$ cat src/design/hash_integer_token_parser_defines.svh
// ----------------------------------------------------------------------------
// hash_integer_token_parser_defines
// Assertion macros for the hash integer token parser.
// ----------------------------------------------------------------------------
// Define ASSERT_OFF to compile the checks out.
`ifndef HASH_INTEGER_TOKEN_PARSER_DEFINES_SVH
`define HASH_INTEGER_TOKEN_PARSER_DEFINES_SVH

`ifndef ASSERT_OFF
// Property holds at every clock edge outside reset
`define HITP_ASSERT(lbl, clk, rst_n, prop, msg) \
    lbl: assert property (@(posedge clk) disable iff (!rst_n) (prop)) else $error(msg);
// Antecedent in one cycle implies consequent in the next
`define HITP_ASSERT_NEXT(lbl, clk, rst_n, ante, cons, msg) \
    lbl: assert property (@(posedge clk) disable iff (!rst_n) (ante) |=> (cons)) \
        else $error(msg);
`else
`define HITP_ASSERT(lbl, clk, rst_n, prop, msg)
`define HITP_ASSERT_NEXT(lbl, clk, rst_n, ante, cons, msg)
`endif

`endif

$ cat src/design/hitp_pkg.sv
// ----------------------------------------------------------------------------
// hitp_pkg
// Shared types and codes of the hash integer token parser.
// ----------------------------------------------------------------------------
`default_nettype none

package hitp_pkg;

    localparam int unsigned OUT_BITS = 64;
    localparam int unsigned Q_DEPTH  = 2;
    localparam int unsigned Q_PTR_W  = $clog2(Q_DEPTH);
    localparam int unsigned Q_CNT_W  = $clog2(Q_DEPTH + 1);

    // text bytes of interest
    localparam logic [7:0] CH_HASH  = 8'h23;
    localparam logic [7:0] CH_SPACE = 8'h20;
    localparam logic [7:0] CH_SUF_H = 8'h68;
    localparam logic [7:0] CH_SUF_O = 8'h6F;

    // base codes
    localparam logic [1:0] BASE_DEC = 2'd0;
    localparam logic [1:0] BASE_BIN = 2'd1;
    localparam logic [1:0] BASE_OCT = 2'd2;
    localparam logic [1:0] BASE_HEX = 2'd3;

    // result status codes
    localparam logic [1:0] ST_OK       = 2'd0;
    localparam logic [1:0] ST_NO_DIGIT = 2'd1;
    localparam logic [1:0] ST_BAD_DIGIT = 2'd2;

    // largest digit allowed per base
    localparam logic [3:0] LIM_BIN = 4'd1;
    localparam logic [3:0] LIM_OCT = 4'd7;
    localparam logic [3:0] LIM_DEC = 4'd9;
    localparam logic [3:0] LIM_HEX = 4'd15;

    // parser phase, one-hot
    typedef enum logic [2:0] {
        PH_IDLE = 3'b001,
        PH_HASH = 3'b010,
        PH_ACC  = 3'b100
    } t_phase;

    // classified byte, as queued between front and back
    typedef struct packed {
        logic       is_hash;
        logic       is_space;
        logic       is_digit;
        logic [3:0] digit;
        logic       is_suf_h;
        logic       is_suf_o;
    } t_cls;

    // queue status toward the rest of the block
    typedef struct packed {
        logic empty;
        logic full;
    } t_q_stat;

    // one result item
    typedef struct packed {
        logic [OUT_BITS-1:0] value;
        logic [1:0]          status;
        logic                overflowed;
        logic [1:0]          base_code;
        logic                end_consumed;
    } t_res;

endpackage

`default_nettype wire

$ cat src/design/hash_integer_token_parser_ifs.sv
// ----------------------------------------------------------------------------
// hash_integer_token_parser channel interfaces
// Valid/ready channels for text bytes in and parse results out.
// ----------------------------------------------------------------------------
`default_nettype none

interface hitp_in_if;
    logic       valid;
    logic       ready;
    logic [7:0] in_byte;

    modport source (output valid, output in_byte, input ready);
    modport sink   (input valid, input in_byte, output ready);
endinterface

interface hitp_out_if;
    logic                           valid;
    logic                           ready;
    logic [hitp_pkg::OUT_BITS-1:0]  value;
    logic [1:0]                     status;
    logic                           overflowed;
    logic [1:0]                     base_code;
    logic                           end_consumed;

    modport source (output valid, output value, output status, output overflowed,
                    output base_code, output end_consumed, input ready);
    modport sink   (input valid, input value, input status, input overflowed,
                    input base_code, input end_consumed, output ready);
endinterface

`default_nettype wire

$ cat src/design/hitp_front.sv
// ----------------------------------------------------------------------------
// hitp_front
// Takes text bytes and classifies them for the parse engine.
// ----------------------------------------------------------------------------
`default_nettype none

module hitp_front (
    hitp_in_if.sink          i_in,
    input  hitp_pkg::t_q_stat i_q_stat,
    output logic             o_push,
    output hitp_pkg::t_cls   o_cls
);

    // byte -> class and hex weight
    function automatic hitp_pkg::t_cls classify(input logic [7:0] b);
        hitp_pkg::t_cls c;
        c          = '0;
        c.is_hash  = (b == hitp_pkg::CH_HASH);
        c.is_space = (b == hitp_pkg::CH_SPACE);
        c.is_suf_h = (b == hitp_pkg::CH_SUF_H);
        c.is_suf_o = (b == hitp_pkg::CH_SUF_O);
        if (b >= 8'h30 && b <= 8'h39) begin
            c.is_digit = 1'b1;
            c.digit    = 4'(b - 8'h30);
        end else if (b >= 8'h41 && b <= 8'h46) begin
            c.is_digit = 1'b1;
            c.digit    = 4'(b - 8'h37);
        end else if (b >= 8'h61 && b <= 8'h66) begin
            c.is_digit = 1'b1;
            c.digit    = 4'(b - 8'h57);
        end
        return c;
    endfunction

    // transfer whenever the queue has room
    assign i_in.ready = !i_q_stat.full;
    assign o_push     = i_in.valid && !i_q_stat.full;
    assign o_cls      = classify(i_in.in_byte);

endmodule

`default_nettype wire

$ cat src/design/hitp_queue.sv
// ----------------------------------------------------------------------------
// hitp_queue
// Two-entry queue of classified bytes between front and back.
// ----------------------------------------------------------------------------
`default_nettype none

module hitp_queue (
    input  logic              i_clk,
    input  logic              i_rst_n,
    input  logic              i_push,
    input  hitp_pkg::t_cls    i_data,
    input  logic              i_pop,
    output hitp_pkg::t_cls    o_data,
    output hitp_pkg::t_q_stat o_stat
);

    hitp_pkg::t_cls                   r_mem [hitp_pkg::Q_DEPTH];
    logic [hitp_pkg::Q_PTR_W-1:0]     r_wr_ptr, n_wr_ptr;
    logic [hitp_pkg::Q_PTR_W-1:0]     r_rd_ptr, n_rd_ptr;
    logic [hitp_pkg::Q_CNT_W-1:0]     r_cnt, n_cnt;
    logic                             w_push, w_pop;

    assign o_stat.empty = (r_cnt == '0);
    assign o_stat.full  = (r_cnt == hitp_pkg::Q_CNT_W'(hitp_pkg::Q_DEPTH));
    assign w_push       = i_push && !o_stat.full;
    assign w_pop        = i_pop && !o_stat.empty;
    assign o_data       = r_mem[r_rd_ptr];

    // pointer and count update
    always_comb begin
        n_wr_ptr = r_wr_ptr;
        n_rd_ptr = r_rd_ptr;
        n_cnt    = r_cnt;
        if (w_push) begin
            n_wr_ptr = (r_wr_ptr == hitp_pkg::Q_PTR_W'(hitp_pkg::Q_DEPTH - 1))
                       ? '0 : r_wr_ptr + 1'b1;
        end
        if (w_pop) begin
            n_rd_ptr = (r_rd_ptr == hitp_pkg::Q_PTR_W'(hitp_pkg::Q_DEPTH - 1))
                       ? '0 : r_rd_ptr + 1'b1;
        end
        if (w_push && !w_pop) begin
            n_cnt = r_cnt + 1'b1;
        end else if (w_pop && !w_push) begin
            n_cnt = r_cnt - 1'b1;
        end
    end

    always_ff @(posedge i_clk) begin
        if (!i_rst_n) begin
            r_wr_ptr <= '0;
            r_rd_ptr <= '0;
            r_cnt    <= '0;
        end else begin
            r_wr_ptr <= n_wr_ptr;
            r_rd_ptr <= n_rd_ptr;
            r_cnt    <= n_cnt;
        end
    end

    // storage
    always_ff @(posedge i_clk) begin
        if (w_push) begin
            r_mem[r_wr_ptr] <= i_data;
        end
    end

endmodule

`default_nettype wire

$ cat src/design/hitp_back.sv
// ----------------------------------------------------------------------------
// hitp_back
// Token state machine, four-base accumulators and result register.
// ----------------------------------------------------------------------------
`default_nettype none

module hitp_back #(
    parameter int unsigned VALUE_BITS = 64
) (
    input  logic              i_clk,
    input  logic              i_rst_n,
    input  logic              i_cfg_wr_en,
    input  logic [1:0]        i_cfg_wr_data,
    input  hitp_pkg::t_cls    i_cls,
    input  hitp_pkg::t_q_stat i_q_stat,
    output logic              o_pop,
    hitp_out_if.source        o_out
);

    localparam int unsigned W = VALUE_BITS + 5;

    hitp_pkg::t_phase        r_phase, n_phase;
    logic [VALUE_BITS-1:0]   r_acc_bin, n_acc_bin;
    logic [VALUE_BITS-1:0]   r_acc_oct, n_acc_oct;
    logic [VALUE_BITS-1:0]   r_acc_dec, n_acc_dec;
    logic [VALUE_BITS-1:0]   r_acc_hex, n_acc_hex;
    logic [3:0]              r_ovf, n_ovf;
    logic                    r_seen, n_seen;
    logic [3:0]              r_maxd, n_maxd;
    logic [1:0]              r_base;
    logic                    r_out_valid, n_out_valid;
    hitp_pkg::t_res          r_res, n_res;

    logic [W-1:0]            w_ext, w_dig;
    logic [W-1:0]            w_bin, w_oct, w_dec, w_hex;
    logic                    w_res;
    logic [1:0]              w_code;
    logic [3:0]              w_lim;
    logic                    w_flag;
    logic [VALUE_BITS-1:0]   w_acc;

    assign o_pop = !i_q_stat.empty && (!r_out_valid || o_out.ready);

    // next accumulator values in every base
    always_comb begin
        w_dig = W'(i_cls.digit);
        w_ext = W'(r_acc_bin);
        w_bin = (w_ext << 1) + w_dig;
        w_ext = W'(r_acc_oct);
        w_oct = (w_ext << 3) + w_dig;
        w_ext = W'(r_acc_dec);
        w_dec = (w_ext << 3) + (w_ext << 1) + w_dig;
        w_ext = W'(r_acc_hex);
        w_hex = (w_ext << 4) + w_dig;
    end

    // base chosen at token end
    always_comb begin
        if (i_cls.is_suf_h) begin
            w_code = hitp_pkg::BASE_HEX;
        end else if (i_cls.is_suf_o) begin
            w_code = hitp_pkg::BASE_OCT;
        end else begin
            w_code = r_base;
        end
        unique case (w_code)
            hitp_pkg::BASE_BIN: begin
                w_lim = hitp_pkg::LIM_BIN; w_acc = r_acc_bin; w_flag = r_ovf[0];
            end
            hitp_pkg::BASE_OCT: begin
                w_lim = hitp_pkg::LIM_OCT; w_acc = r_acc_oct; w_flag = r_ovf[1];
            end
            hitp_pkg::BASE_HEX: begin
                w_lim = hitp_pkg::LIM_HEX; w_acc = r_acc_hex; w_flag = r_ovf[3];
            end
            default: begin
                w_lim = hitp_pkg::LIM_DEC; w_acc = r_acc_dec; w_flag = r_ovf[2];
            end
        endcase
    end

    // token state machine
    always_comb begin
        n_phase   = r_phase;
        n_acc_bin = r_acc_bin;
        n_acc_oct = r_acc_oct;
        n_acc_dec = r_acc_dec;
        n_acc_hex = r_acc_hex;
        n_ovf     = r_ovf;
        n_seen    = r_seen;
        n_maxd    = r_maxd;
        w_res     = 1'b0;
        n_res     = r_res;

        if (o_pop) begin
            unique case (r_phase)
                hitp_pkg::PH_HASH, hitp_pkg::PH_ACC: begin
                    n_phase = hitp_pkg::PH_ACC;
                    if (r_phase == hitp_pkg::PH_HASH && i_cls.is_space) begin
                        n_phase = hitp_pkg::PH_ACC;
                    end else if (i_cls.is_digit) begin
                        // saturate on carry out of the value width
                        if (|w_bin[W-1:VALUE_BITS]) begin
                            n_acc_bin = '1; n_ovf[0] = 1'b1;
                        end else begin
                            n_acc_bin = w_bin[VALUE_BITS-1:0];
                        end
                        if (|w_oct[W-1:VALUE_BITS]) begin
                            n_acc_oct = '1; n_ovf[1] = 1'b1;
                        end else begin
                            n_acc_oct = w_oct[VALUE_BITS-1:0];
                        end
                        if (|w_dec[W-1:VALUE_BITS]) begin
                            n_acc_dec = '1; n_ovf[2] = 1'b1;
                        end else begin
                            n_acc_dec = w_dec[VALUE_BITS-1:0];
                        end
                        if (|w_hex[W-1:VALUE_BITS]) begin
                            n_acc_hex = '1; n_ovf[3] = 1'b1;
                        end else begin
                            n_acc_hex = w_hex[VALUE_BITS-1:0];
                        end
                        n_seen = 1'b1;
                        if (i_cls.digit > r_maxd) begin
                            n_maxd = i_cls.digit;
                        end
                    end else begin
                        // token ends on this byte
                        w_res              = 1'b1;
                        n_res.base_code    = w_code;
                        n_res.end_consumed = i_cls.is_suf_h || i_cls.is_suf_o;
                        n_res.value        = '0;
                        n_res.overflowed   = 1'b0;
                        if (!r_seen) begin
                            n_res.status = hitp_pkg::ST_NO_DIGIT;
                        end else if (r_maxd > w_lim) begin
                            n_res.status = hitp_pkg::ST_BAD_DIGIT;
                        end else begin
                            n_res.status     = hitp_pkg::ST_OK;
                            n_res.value      = hitp_pkg::OUT_BITS'(w_acc);
                            n_res.overflowed = w_flag;
                        end
                        n_phase = hitp_pkg::PH_IDLE;
                        if (i_cls.is_hash) begin
                            n_phase   = hitp_pkg::PH_HASH;
                            n_acc_bin = '0;
                            n_acc_oct = '0;
                            n_acc_dec = '0;
                            n_acc_hex = '0;
                            n_ovf     = '0;
                            n_seen    = 1'b0;
                            n_maxd    = '0;
                        end
                    end
                end
                default: begin
                    n_phase = hitp_pkg::PH_IDLE;
                    if (i_cls.is_hash) begin
                        n_phase   = hitp_pkg::PH_HASH;
                        n_acc_bin = '0;
                        n_acc_oct = '0;
                        n_acc_dec = '0;
                        n_acc_hex = '0;
                        n_ovf     = '0;
                        n_seen    = 1'b0;
                        n_maxd    = '0;
                    end
                end
            endcase
        end
    end

    // output register valid
    always_comb begin
        if (w_res) begin
            n_out_valid = 1'b1;
        end else if (o_out.ready) begin
            n_out_valid = 1'b0;
        end else begin
            n_out_valid = r_out_valid;
        end
    end

    // control state
    always_ff @(posedge i_clk) begin
        if (!i_rst_n) begin
            r_phase     <= hitp_pkg::PH_IDLE;
            r_out_valid <= 1'b0;
            r_base      <= hitp_pkg::BASE_DEC;
        end else begin
            r_phase     <= n_phase;
            r_out_valid <= n_out_valid;
            if (i_cfg_wr_en) begin
                r_base <= i_cfg_wr_data;
            end
        end
    end

    // token data and result payload
    always_ff @(posedge i_clk) begin
        r_acc_bin <= n_acc_bin;
        r_acc_oct <= n_acc_oct;
        r_acc_dec <= n_acc_dec;
        r_acc_hex <= n_acc_hex;
        r_ovf     <= n_ovf;
        r_seen    <= n_seen;
        r_maxd    <= n_maxd;
        r_res     <= n_res;
    end

    assign o_out.valid        = r_out_valid;
    assign o_out.value        = r_res.value;
    assign o_out.status       = r_res.status;
    assign o_out.overflowed   = r_res.overflowed;
    assign o_out.base_code    = r_res.base_code;
    assign o_out.end_consumed = r_res.end_consumed;

endmodule

`default_nettype wire

$ cat src/design/hash_integer_token_parser.sv
// ----------------------------------------------------------------------------
// hash_integer_token_parser
// Parses '#'-prefixed integer literals from a byte stream, one byte per cycle.
// ----------------------------------------------------------------------------
// The block takes one text byte per cycle with no gaps of its own: bytes are
// classified on entry, pass through a two-entry queue and are consumed by the
// parse engine at one per cycle, which keeps binary, octal, decimal and hex
// accumulators in step. A token's result is loaded into the output register on
// the edge at which its ending byte leaves the queue and can be taken from the
// next cycle on. While a result waits in the output register and the output is
// not ready, the engine takes no bytes; the queue then fills and input ready
// drops once it holds two bytes. Sustained rate is one byte per cycle while the
// output is ready, set by the accumulator update; the default base register
// should be written only while the stream is idle. VALUE_BITS sets the
// accumulator width; results are zero-extended to 64 bits.
`default_nettype none

`include "hash_integer_token_parser_defines.svh"

module hash_integer_token_parser #(
    parameter int unsigned VALUE_BITS = 64
) (
    input  logic       i_clk,
    input  logic       i_rst_n,
    input  logic       i_cfg_wr_en,
    input  logic [1:0] i_cfg_wr_data,
    hitp_in_if.sink    i_in,
    hitp_out_if.source o_out
);

    hitp_pkg::t_cls    w_push_cls;
    hitp_pkg::t_cls    w_pop_cls;
    hitp_pkg::t_q_stat w_q_stat;
    logic              w_push;
    logic              w_pop;

    // byte classification
    hitp_front u_front (
        .i_in     (i_in),
        .i_q_stat (w_q_stat),
        .o_push   (w_push),
        .o_cls    (w_push_cls)
    );

    // decoupling queue
    hitp_queue u_queue (
        .i_clk   (i_clk),
        .i_rst_n (i_rst_n),
        .i_push  (w_push),
        .i_data  (w_push_cls),
        .i_pop   (w_pop),
        .o_data  (w_pop_cls),
        .o_stat  (w_q_stat)
    );

    // parse engine
    hitp_back #(
        .VALUE_BITS (VALUE_BITS)
    ) u_back (
        .i_clk         (i_clk),
        .i_rst_n       (i_rst_n),
        .i_cfg_wr_en   (i_cfg_wr_en),
        .i_cfg_wr_data (i_cfg_wr_data),
        .i_cls         (w_pop_cls),
        .i_q_stat      (w_q_stat),
        .o_pop         (w_pop),
        .o_out         (o_out)
    );

    // checks
    `HITP_ASSERT(a_q_stat_sane, i_clk, i_rst_n,
        !(w_q_stat.full && w_q_stat.empty), "queue full and empty")
    `HITP_ASSERT_NEXT(a_q_stays_empty, i_clk, i_rst_n,
        w_q_stat.empty && !w_push, w_q_stat.empty, "queue filled without a transfer")
    `HITP_ASSERT(a_err_zero, i_clk, i_rst_n,
        !(o_out.valid && o_out.status != hitp_pkg::ST_OK) ||
        (o_out.value == '0 && !o_out.overflowed), "error result carries a value")
    `HITP_ASSERT(a_suffix_base, i_clk, i_rst_n,
        !(o_out.valid && o_out.end_consumed) || o_out.base_code == hitp_pkg::BASE_HEX ||
        o_out.base_code == hitp_pkg::BASE_OCT, "consumed suffix with wrong base")

endmodule

`default_nettype wire
$ cat src/flat_wrapper.sv
// flat-port wrapper written by rule: the top's interface ports become plain ports
module hash_integer_token_parser_flat 
#(
    parameter int unsigned VALUE_BITS = 64
)
  (i_clk, i_rst_n, i_cfg_wr_en, i_cfg_wr_data, i_in_valid, i_in_in_byte, i_in_ready, o_out_valid, o_out_value, o_out_status, o_out_overflowed, o_out_base_code, o_out_end_consumed, o_out_ready);
  hitp_in_if i_in_i ();
  hitp_out_if o_out_i ();
  input  logic i_clk;
  input  logic i_rst_n;
  input  logic i_cfg_wr_en;
  input  logic [1:0] i_cfg_wr_data;
  input wire logic [$bits(i_in_i.valid)-1:0] i_in_valid;
  input wire logic [$bits(i_in_i.in_byte)-1:0] i_in_in_byte;
  output wire logic [$bits(i_in_i.ready)-1:0] i_in_ready;
  output wire logic [$bits(o_out_i.valid)-1:0] o_out_valid;
  output wire logic [$bits(o_out_i.value)-1:0] o_out_value;
  output wire logic [$bits(o_out_i.status)-1:0] o_out_status;
  output wire logic [$bits(o_out_i.overflowed)-1:0] o_out_overflowed;
  output wire logic [$bits(o_out_i.base_code)-1:0] o_out_base_code;
  output wire logic [$bits(o_out_i.end_consumed)-1:0] o_out_end_consumed;
  input wire logic [$bits(o_out_i.ready)-1:0] o_out_ready;
  assign i_in_i.valid = i_in_valid;
  assign i_in_i.in_byte = i_in_in_byte;
  assign i_in_ready = i_in_i.ready;
  assign o_out_valid = o_out_i.valid;
  assign o_out_value = o_out_i.value;
  assign o_out_status = o_out_i.status;
  assign o_out_overflowed = o_out_i.overflowed;
  assign o_out_base_code = o_out_i.base_code;
  assign o_out_end_consumed = o_out_i.end_consumed;
  assign o_out_i.ready = o_out_ready;
  hash_integer_token_parser #(.VALUE_BITS(VALUE_BITS)) u_core (.i_clk(i_clk), .i_rst_n(i_rst_n), .i_cfg_wr_en(i_cfg_wr_en), .i_cfg_wr_data(i_cfg_wr_data), .i_in(i_in_i), .o_out(o_out_i));
endmodule
$ cat config.mk
export PLATFORM = sky130hd
export DESIGN_NAME = hash_integer_token_parser_flat
export DESIGN_NICKNAME = d
export VERILOG_FILES = /design/src/design/hitp_pkg.sv /design/src/design/hash_integer_token_parser_ifs.sv /design/src/design/hitp_front.sv /design/src/design/hitp_queue.sv /design/src/design/hitp_back.sv /design/src/design/hash_integer_token_parser.sv /design/src/flat_wrapper.sv
export VERILOG_INCLUDE_DIRS = /design/src /design/src/design
export SDC_FILE = /design/constraint.sdc
export NUM_CORES = 1
export LEC_CHECK = 0
export BUFFER_PORTS_ARGS = -buffer_cell sky130_fd_sc_hd__buf_2
export CORE_ASPECT_RATIO = 1.25
export CORE_MARGIN = 5
export CORE_UTILIZATION = 30
export CTS_CLUSTER_DIAMETER = 30
export DETAILED_ROUTE_END_ITERATION = 8
export PLACE_DENSITY = 0.49
export SLEW_MARGIN = 20
export SYNTH_ARGS = -nofsm -noshare
export SYNTH_HDL_FRONTEND = slang
export SYNTH_SLANG_ARGS = --single-unit
export TNS_END_PERCENT = 5
$ cat constraint.sdc
create_clock -name i_clk -period 10.72 [get_ports i_clk]
set_input_delay 2.144 -clock i_clk [delete_from_list [all_inputs] [get_ports i_clk]]
set_output_delay 2.144 -clock i_clk [all_outputs]
set_load 0.01 [all_outputs]
==> results by group, run 1 <==
Status
  – Status: finished, violations left
  – Failing checks: DRC

Place
  – Post-place setup slack: between 4 and 5 ns
  – GP Congestion: a little under 0.9
  – Placed cell count: roughly 3500
  – DP HPWL: slightly above 50000 um
  – Number of I/O port buffers: 86

Flow run
  – Max_cap viols: 0

STA
  – Setup ws final: 5.10 ns
  – Setup TNS: 0 ns
  – Minimum period implied by the final worst setup slack: 5.62 ns
  – Fin Clk Skew: between 0.02 and 0.03 ns
  – Endpoints failing hold: 0
  – Fmax: about 180 MHz
  – Final setup viols: 0
  – Worst Tran Pin Value: roughly 1.1 ns
  – Worst hold slack: 0.518 ns
  – RSZ-0062 raised after global routing: false
  – Crit share post-route: a little over half
  – Slew HR: 26.8%
  – Max Slew Vio Count: 0

Final layout
  – Fillers: 8042
  – Final #Nets: 2709
  – Diode count: 0
  – Finished Layout Cells: roughly 3700
  – Area of the multi-input gates: around 0.013 mm^2
  – Layout area overhead: 18.9%
  – Layout cells sized above 1: between 10 and 15%
  – Register area: around 0.011 mm^2

Worst setup path
  – Flop-to-flop setup slack: 5.10 ns
  – WP data arrival: 5.97 ns
  – Critical path startpoint category: register
  – Critical Path RT: 11.07 ns
  – CP max stage delay: approximately 0.70 ns
  – Critical R2R Capture: u_core.u_back.r_acc_dec[49]$_DFFE_PP_
  – CP delay by family, top: compound AO/OA/AOI/OAI gates
  – Slowest stage cell, crit path: dfxtp_1
  – Setup CP Type: register to register
  – Worst Path Buf+Inv: 3
  – Worst path cell trace: mux2i_1 > inv_1 > ha_1 > ha_1 > inv_1 > fa_1 > nand2b_1 > a21oi_1 > o221a_4 > a211oi_2 > o41ai_2 > a211oi_2 > nor2_1 > xnor2_1 > o211a_4 > buf_16 > a21oi_1
  – Reg2Reg Depth: 17
  – CP max FO: 31
  – Crit. End Element: register

Global route
  – GRT overflow: 0
  – First-pass GRT wire length: 120000 um
  – All-Layer GR Usage: between 10% and 20%
  – Vias in the first global route: slightly above 20000
  – Largest net degree at the start of global routing: 176
  – Initial antenna violation count: 0

Logic synthesis
  – Post-synth EDFFs: 353
  – Synth area leader: edfxtp_1
  – Synth cell types: 91
  – Netlist Area Pre-Place: 0.0243 mm^2
  – Synthesis Warnings: 0
  – Largest cells by area after synthesis: edfxtp_1 44%, a21oi_1 10%, ha_1 7.6%, nor2_1 4.3%, xor2_1 3.5%
  – Post-synth ARST share: 0%
  – Synthesized netlist cell count: ~2500
  – Syn Nets: between 2000 and 3000
  – Predominant post-synthesis flop cell: edfxtp_1
  – Post-synth top area share: a little over two fifths
  – Average size of a mapped cell: ~9.7 um^2
  – Register area share after synthesis: between 40% and 50%
  – Yosys reg bits: roughly 360

Drt
  – Final wirelength: ~77000 um
  – DR pass1 iterations: 9
  – Vias per cell: 5.49
  – DRT iter0 DRCs: around 1800
  – Total number of vias: slightly above 20000
  – Post-route ant nets: 0
  – Remaining DRCs: 6
  – Wire length per cell: 20.8 um

Floorplan
  – Initial Utilization: a little under a third
  – Die Footprint: ~0.087 mm^2
  – Core Rows: ~120
  – Die height: roughly 330 um
  – Die W: roughly 260 um
  – IO Count: slightly below 90
  – Core Area: ~0.080 mm^2

Hold path
  – Min-delay src: u_core.u_back.r_base[1]$_SDFFE_PN0P_
  – HP Class: register to register
  – Min-Delay Endpoint: u_core.u_back.r_base[1]$_SDFFE_PN0P_
  – Cells on Worst Hold Path: 2

Clocking
  – Post-CTS setup buffer count: 0
  – H-tree depth: 3
  – Later-pin clock latency in the skew report: between 0.6 and 0.7 ns
  – CTS tree: built
  – CTS Hold Bufs: 0
  – PostCTS Resize Cnt: 0
  – CTS clock-pin slew for the worst setup and hold paths: roughly 0.050 ns
  – CTS root buffer: clkbuf_16
  – Sink Count: 364
  – CTS Buf Count: 100
  – Max Root-Sink Buffers: 3
==> sequential cells by signal, indices dropped and copies added, names as in the netlist, named ones only <==
name / cells
u_core.u_back.o_out.value: 64
u_core.u_back.r_acc_bin: 64
u_core.u_back.r_acc_dec: 64
u_core.u_back.r_acc_hex: 64
u_core.u_back.r_acc_oct: 64
u_core.u_queue.r_mem: 18
u_core.u_back.r_maxd: 4
u_core.u_back.r_ovf: 4
u_core.u_back.r_phase: 3
u_core.u_back.o_out.base_code: 2
u_core.u_back.o_out.status: 2
u_core.u_back.r_base: 2
u_core.u_queue.r_cnt: 2
u_core.u_back.o_out.end_consumed: 1
u_core.u_back.o_out.overflowed: 1
u_core.u_back.o_out.valid: 1
u_core.u_back.r_seen: 1
u_core.u_queue.r_rd_ptr: 1
u_core.u_queue.r_wr_ptr: 1
==> worst max-delay path by stage <==
stage | startpoint | end | cells after the start
floorplan | o_out_ready | u_core.u_back.r_acc_bin[0]$_DFFE_PP_ | 4
global placement | register | u_core.u_back.r_acc_dec[0]$_DFFE_PP_ | 16
detailed placement | register | u_core.u_back.r_acc_dec[0]$_DFFE_PP_ | 16
CTS | register | u_core.u_back.r_acc_dec[49]$_DFFE_PP_ | 16
global route | register | u_core.u_back.r_acc_dec[49]$_DFFE_PP_ | 17
finish | register | u_core.u_back.r_acc_dec[49]$_DFFE_PP_ | 17
==> routing by layer <==
layer | vias to the layer above | wire length, um | track usage (%)
li1 | 9609 | - | -
met1 | 9893 | 33100 | 22.1
met2 | 594 | 37000 | 28.4
met3 | 148 | 3530 | 2.43
met4 | 0 | 2980 | 7.18
met5 | - | 0 | 0
==> stage by stage <==
step	utilization (%)	instance area [um^2]
2_1_floorplan	-	24300
3_3_place_gp	31.7	25500
3_5_place_dp	31.7	25500
4_1_cts	36.0	28900
5_1_grt	36.0	28900
6_report	36.0	28900
==> synth_stat cells, drive strengths merged, types with 16 or more instances <==
cell type / instances
edfxtp: 353
nor3: 88
and3: 24
o21ai: 57
ha: 148
nand3: 71
a222oi: 65
nor2: 281
xnor2: 86
nand4: 47
a21o: 28
inv: 47
a21oi: 541
a31oi: 69
xor2: 96
clkbuf: 130
nand2: 124
o21bai: 16
buf: 53
==> cell type report <==
class	count	share of cell area, %
clock inverter	70	2.62
sequential	364	37.5
inverter	47	0.637
timing repair buffer	107	2.23
multi-input combinational	1923	43.4
tap	1062	4.60
clock buffer	116	9.09
==> layout by cell type (no fill, tap or decap), types with 6 or more instances in the layout <==
cell,Yosys,final
a21oi_1,502,502
edfxtp_1,353,353
nor2_1,279,278
ha_1,148,144
nand2_1,122,121
clkbuf_16,0,102
xor2_1,96,96
xnor2_1,86,86
buf_2,14,86
nor3_1,84,83
nand3_1,69,69
a31oi_1,68,68
a222oi_1,65,65
o21ai_0,52,52
nand4_1,47,47
inv_1,47,46
a21oi_2,30,30
a21o_1,28,28
and3_1,24,24
clkinv_2,0,23
buf_4,6,17
o21bai_1,16,16
clkinv_1,0,15
nand2b_1,12,12
and2_1,12,12
clkbuf_1,128,12
bufinv_16,0,12
and4_1,11,11
o21a_1,11,11
dfxtp_1,11,11
nor2b_1,9,9
o211ai_1,9,9
a21oi_4,9,9
mux2i_1,10,8
a31o_2,8,8
clkinvlp_4,0,8
or2_2,7,7
nor4_1,7,6
or3_1,7,6
clkinv_4,0,6
==> logic make-up (layout without fill, tap and decap cells) <==
kind of cell | Yosys count | count (layout) | synth area share, %
and+or+nand+nor | 721 | 721 | 14.1
buffers and inverters | 230 | 340 | 4.23
adders and majority gates | 151 | 151 | 7.87
AOI/OAI and AO/OA | 859 | 859 | 22.2
muxes | 10 | 10 | 0.412
DFF | 364 | 364 | 44.5
xor gates and xnor gates | 182 | 182 | 6.56
==> tightest hold or removal path: cells and delay by family (launching register included) <==
| kind | cells | cell delay (ns) |
|---|---|---|
| DFF | 1 | 0.32 |
| and+or+nand+nor | 1 | 0.10 |
| muxes | 1 | 0.07 |
Power of run 1 is left out: the tool's default activity adds up to more than one toggle a clock period on the data nets, which glitch-free logic cannot reach.
==> run 2, diff against run 1 <==
==> constraint.sdc (replaced) <==
create_clock -name i_clk -period 5.78 [get_ports i_clk]
set_input_delay 1.156 -clock i_clk [delete_from_list [all_inputs] [get_ports i_clk]]
set_output_delay 1.156 -clock i_clk [all_outputs]
set_load 0.01 [all_outputs]
==> results by group, run 2 (same netlist as run 1, synthesis figures left out) <==
Status
  – Status: finished, final reports clean

Floorplan
  – IO Count: 87 (unchanged)
  – Die W: 265 um (unchanged)
  – Die Footprint: 0.0868 mm^2 (unchanged)
  – Core Rows: 116 (unchanged)
  – Core Area: 0.0803 mm^2 (unchanged)
  – Initial Utilization: 30.3% (unchanged)
  – Die height: 328 um (unchanged)

Worst setup path
  – Setup CP Type: register to register
  – CP max FO: 12 (-61%)
  – Critical Path RT: 6.15 ns (-4.92 ns)
  – Flop-to-flop setup slack: 0.56 ns (-4.54 ns)
  – Critical path startpoint category: register
  – WP data arrival: 5.59 ns (-0.38 ns)
  – Crit. End Element: register

STA
  – RSZ-0062 raised after global routing: false
  – Max Slew Vio Count: 0 (unchanged)
  – Setup TNS: 0 ns (unchanged)
  – Fmax: 191 MHz (+7.6%)
  – Endpoints failing hold: 0 (unchanged)
  – Worst hold slack: 0.516 ns (-0.00265 ns)
  – Final setup viols: 0 (unchanged)
  – Slew HR: 24.7% (-2.1 points)
  – Minimum period implied by the final worst setup slack: 5.22 ns (-0.398 ns)
  – Fin Clk Skew: 0.0328 ns (+0.00474 ns)
  – Worst Tran Pin Value: 1.12 ns (+0.0221 ns)
  – Crit share post-route: 90.4% (+38 points)

Global route
  – Met1 Use GR: 21.5% (-0.65 points)
  – Largest net degree at the start of global routing: 216 (+23%)
  – GR Util met3: 2.44% (+0.015 points)
  – Vias in the first global route: 20049 (-0.67%)
  – First-pass GRT wire length: 119000 um (-0.44%)
  – Global route hottest layer: met2
  – Routing usage on met2: 29.1% (+0.70 points)
  – Initial antenna violation count: 0 (unchanged)
  – All-Layer GR Usage: 17.0% (-0.019 points)
  – GRT overflow: 0 (unchanged)

Clocking
  – H-tree depth: 3 (unchanged)
  – CTS tree: built
  – CTS Buf Count: 102 (+2.0%)
  – Sink Count: 364 (unchanged)
  – Post-CTS setup buffer count: 0 (unchanged)
  – Max Root-Sink Buffers: 3 (unchanged)
  – CTS clock-pin slew for the worst setup and hold paths: 0.04 ns (about the same)
  – PostCTS Resize Cnt: 0 (unchanged)
  – Later-pin clock latency in the skew report: 0.65 ns (about the same)
  – CTS root buffer: clkbuf_16
  – CTS Hold Bufs: 0 (unchanged)

Place
  – Placed cell count: 3510 (+0.23%)
  – Number of I/O port buffers: 86 (unchanged)
  – DP HPWL: 52300 um (+2.7%)
  – GP Congestion: 0.912 (+2.6%)

Flow run
  – Max_cap viols: 0 (unchanged)

Final layout
  – Fillers: 8005 (-0.46%)
  – Diode count: 0 (unchanged)
  – Layout area overhead: 20.3%
  – Layout cells sized above 1: 14.8% (+0.51 points)
  – Finished Layout Cells: 3699 (+0.27%)
  – Final #Nets: 2718 (+0.33%)
  – Most common cell after layout, fill and taps aside: a21oi_1
  – Commonest cells after routing, fill and taps aside: 502 x a21oi_1, 353 x edfxtp_1, 278 x nor2_1

Drt
  – DR pass1 iterations: 9 (unchanged)
  – Final wirelength: 76900 um (+0.39%)
  – Wire length per cell: 20.8 um (+0.12%)
  – DRT iter0 DRCs: 1850 (+0.43%)
  – Remaining DRCs: 0 (-6)
  – Total number of vias: 20296 (+0.26%)
  – Vias per cell: 5.49 (about the same)
  – Post-route ant nets: 0 (unchanged)

Hold path
  – Min-delay src: u_core.u_back.r_base[1]$_SDFFE_PN0P_
  – HP Class: register to register
-- run 2: per-layer routing --
layer,up-vias,wire [um]
met5,-,0
met4,0,2970
met3,142,3850
met2,672,37700
met1,9860,32400
li1,9622,-
-- run 2: area by class of cell --
class	instances	area (um^2)	area share, %
Clock buffer	117	2700	9.24
Clock inverter	72	932	3.19
Inverter	47	180	0.617
Multi-Input combinational cell	1923	12500	42.9
Sequential cell	364	10800	37.0
Tap cell	1062	1330	4.55
Timing Repair Buffer	114	716	2.45
-- run 2: worst max-delay path, stage by stage (launching register included) --
cell	delay, ns
dfxtp_1	0.71
mux2i_1	0.35
inv_1	0.20
fa_1	0.54
inv_1	0.07
fa_1	0.44
nand2b_1	0.18
a21oi_1	0.25
o221a_4	0.27
a211oi_2	0.10
o41ai_2	0.60
a31oi_1	0.36
o21ai_0	0.37
a21oi_1	0.13
xor2_1	0.27
a21oi_4	0.09
-- run 2: final timing paths --
path / depth (start not counted) / to
worst max-delay path: 15 / u_core.u_back.r_acc_dec[54]$_DFFE_PP_
worst min-delay path: 2 / u_core.u_back.r_base[1]$_SDFFE_PN0P_
worst max register to register: 15 / u_core.u_back.r_acc_dec[54]$_DFFE_PP_
worst min register to register: 2 / u_core.u_back.r_base[1]$_SDFFE_PN0P_
-- run 2: stage by stage --
stage	utilization, %	area, um^2	worst slack (ns)
after global routing	36.4	29200	0.145
final	36.4	29200	0.556
after floorplan	-	24300	-0.0669
after detailed placement	31.9	25600	0.625
after CTS	36.4	29200	0.573
after global placement	31.9	25600	0.706
Power of run 2 is left out for the same reason.
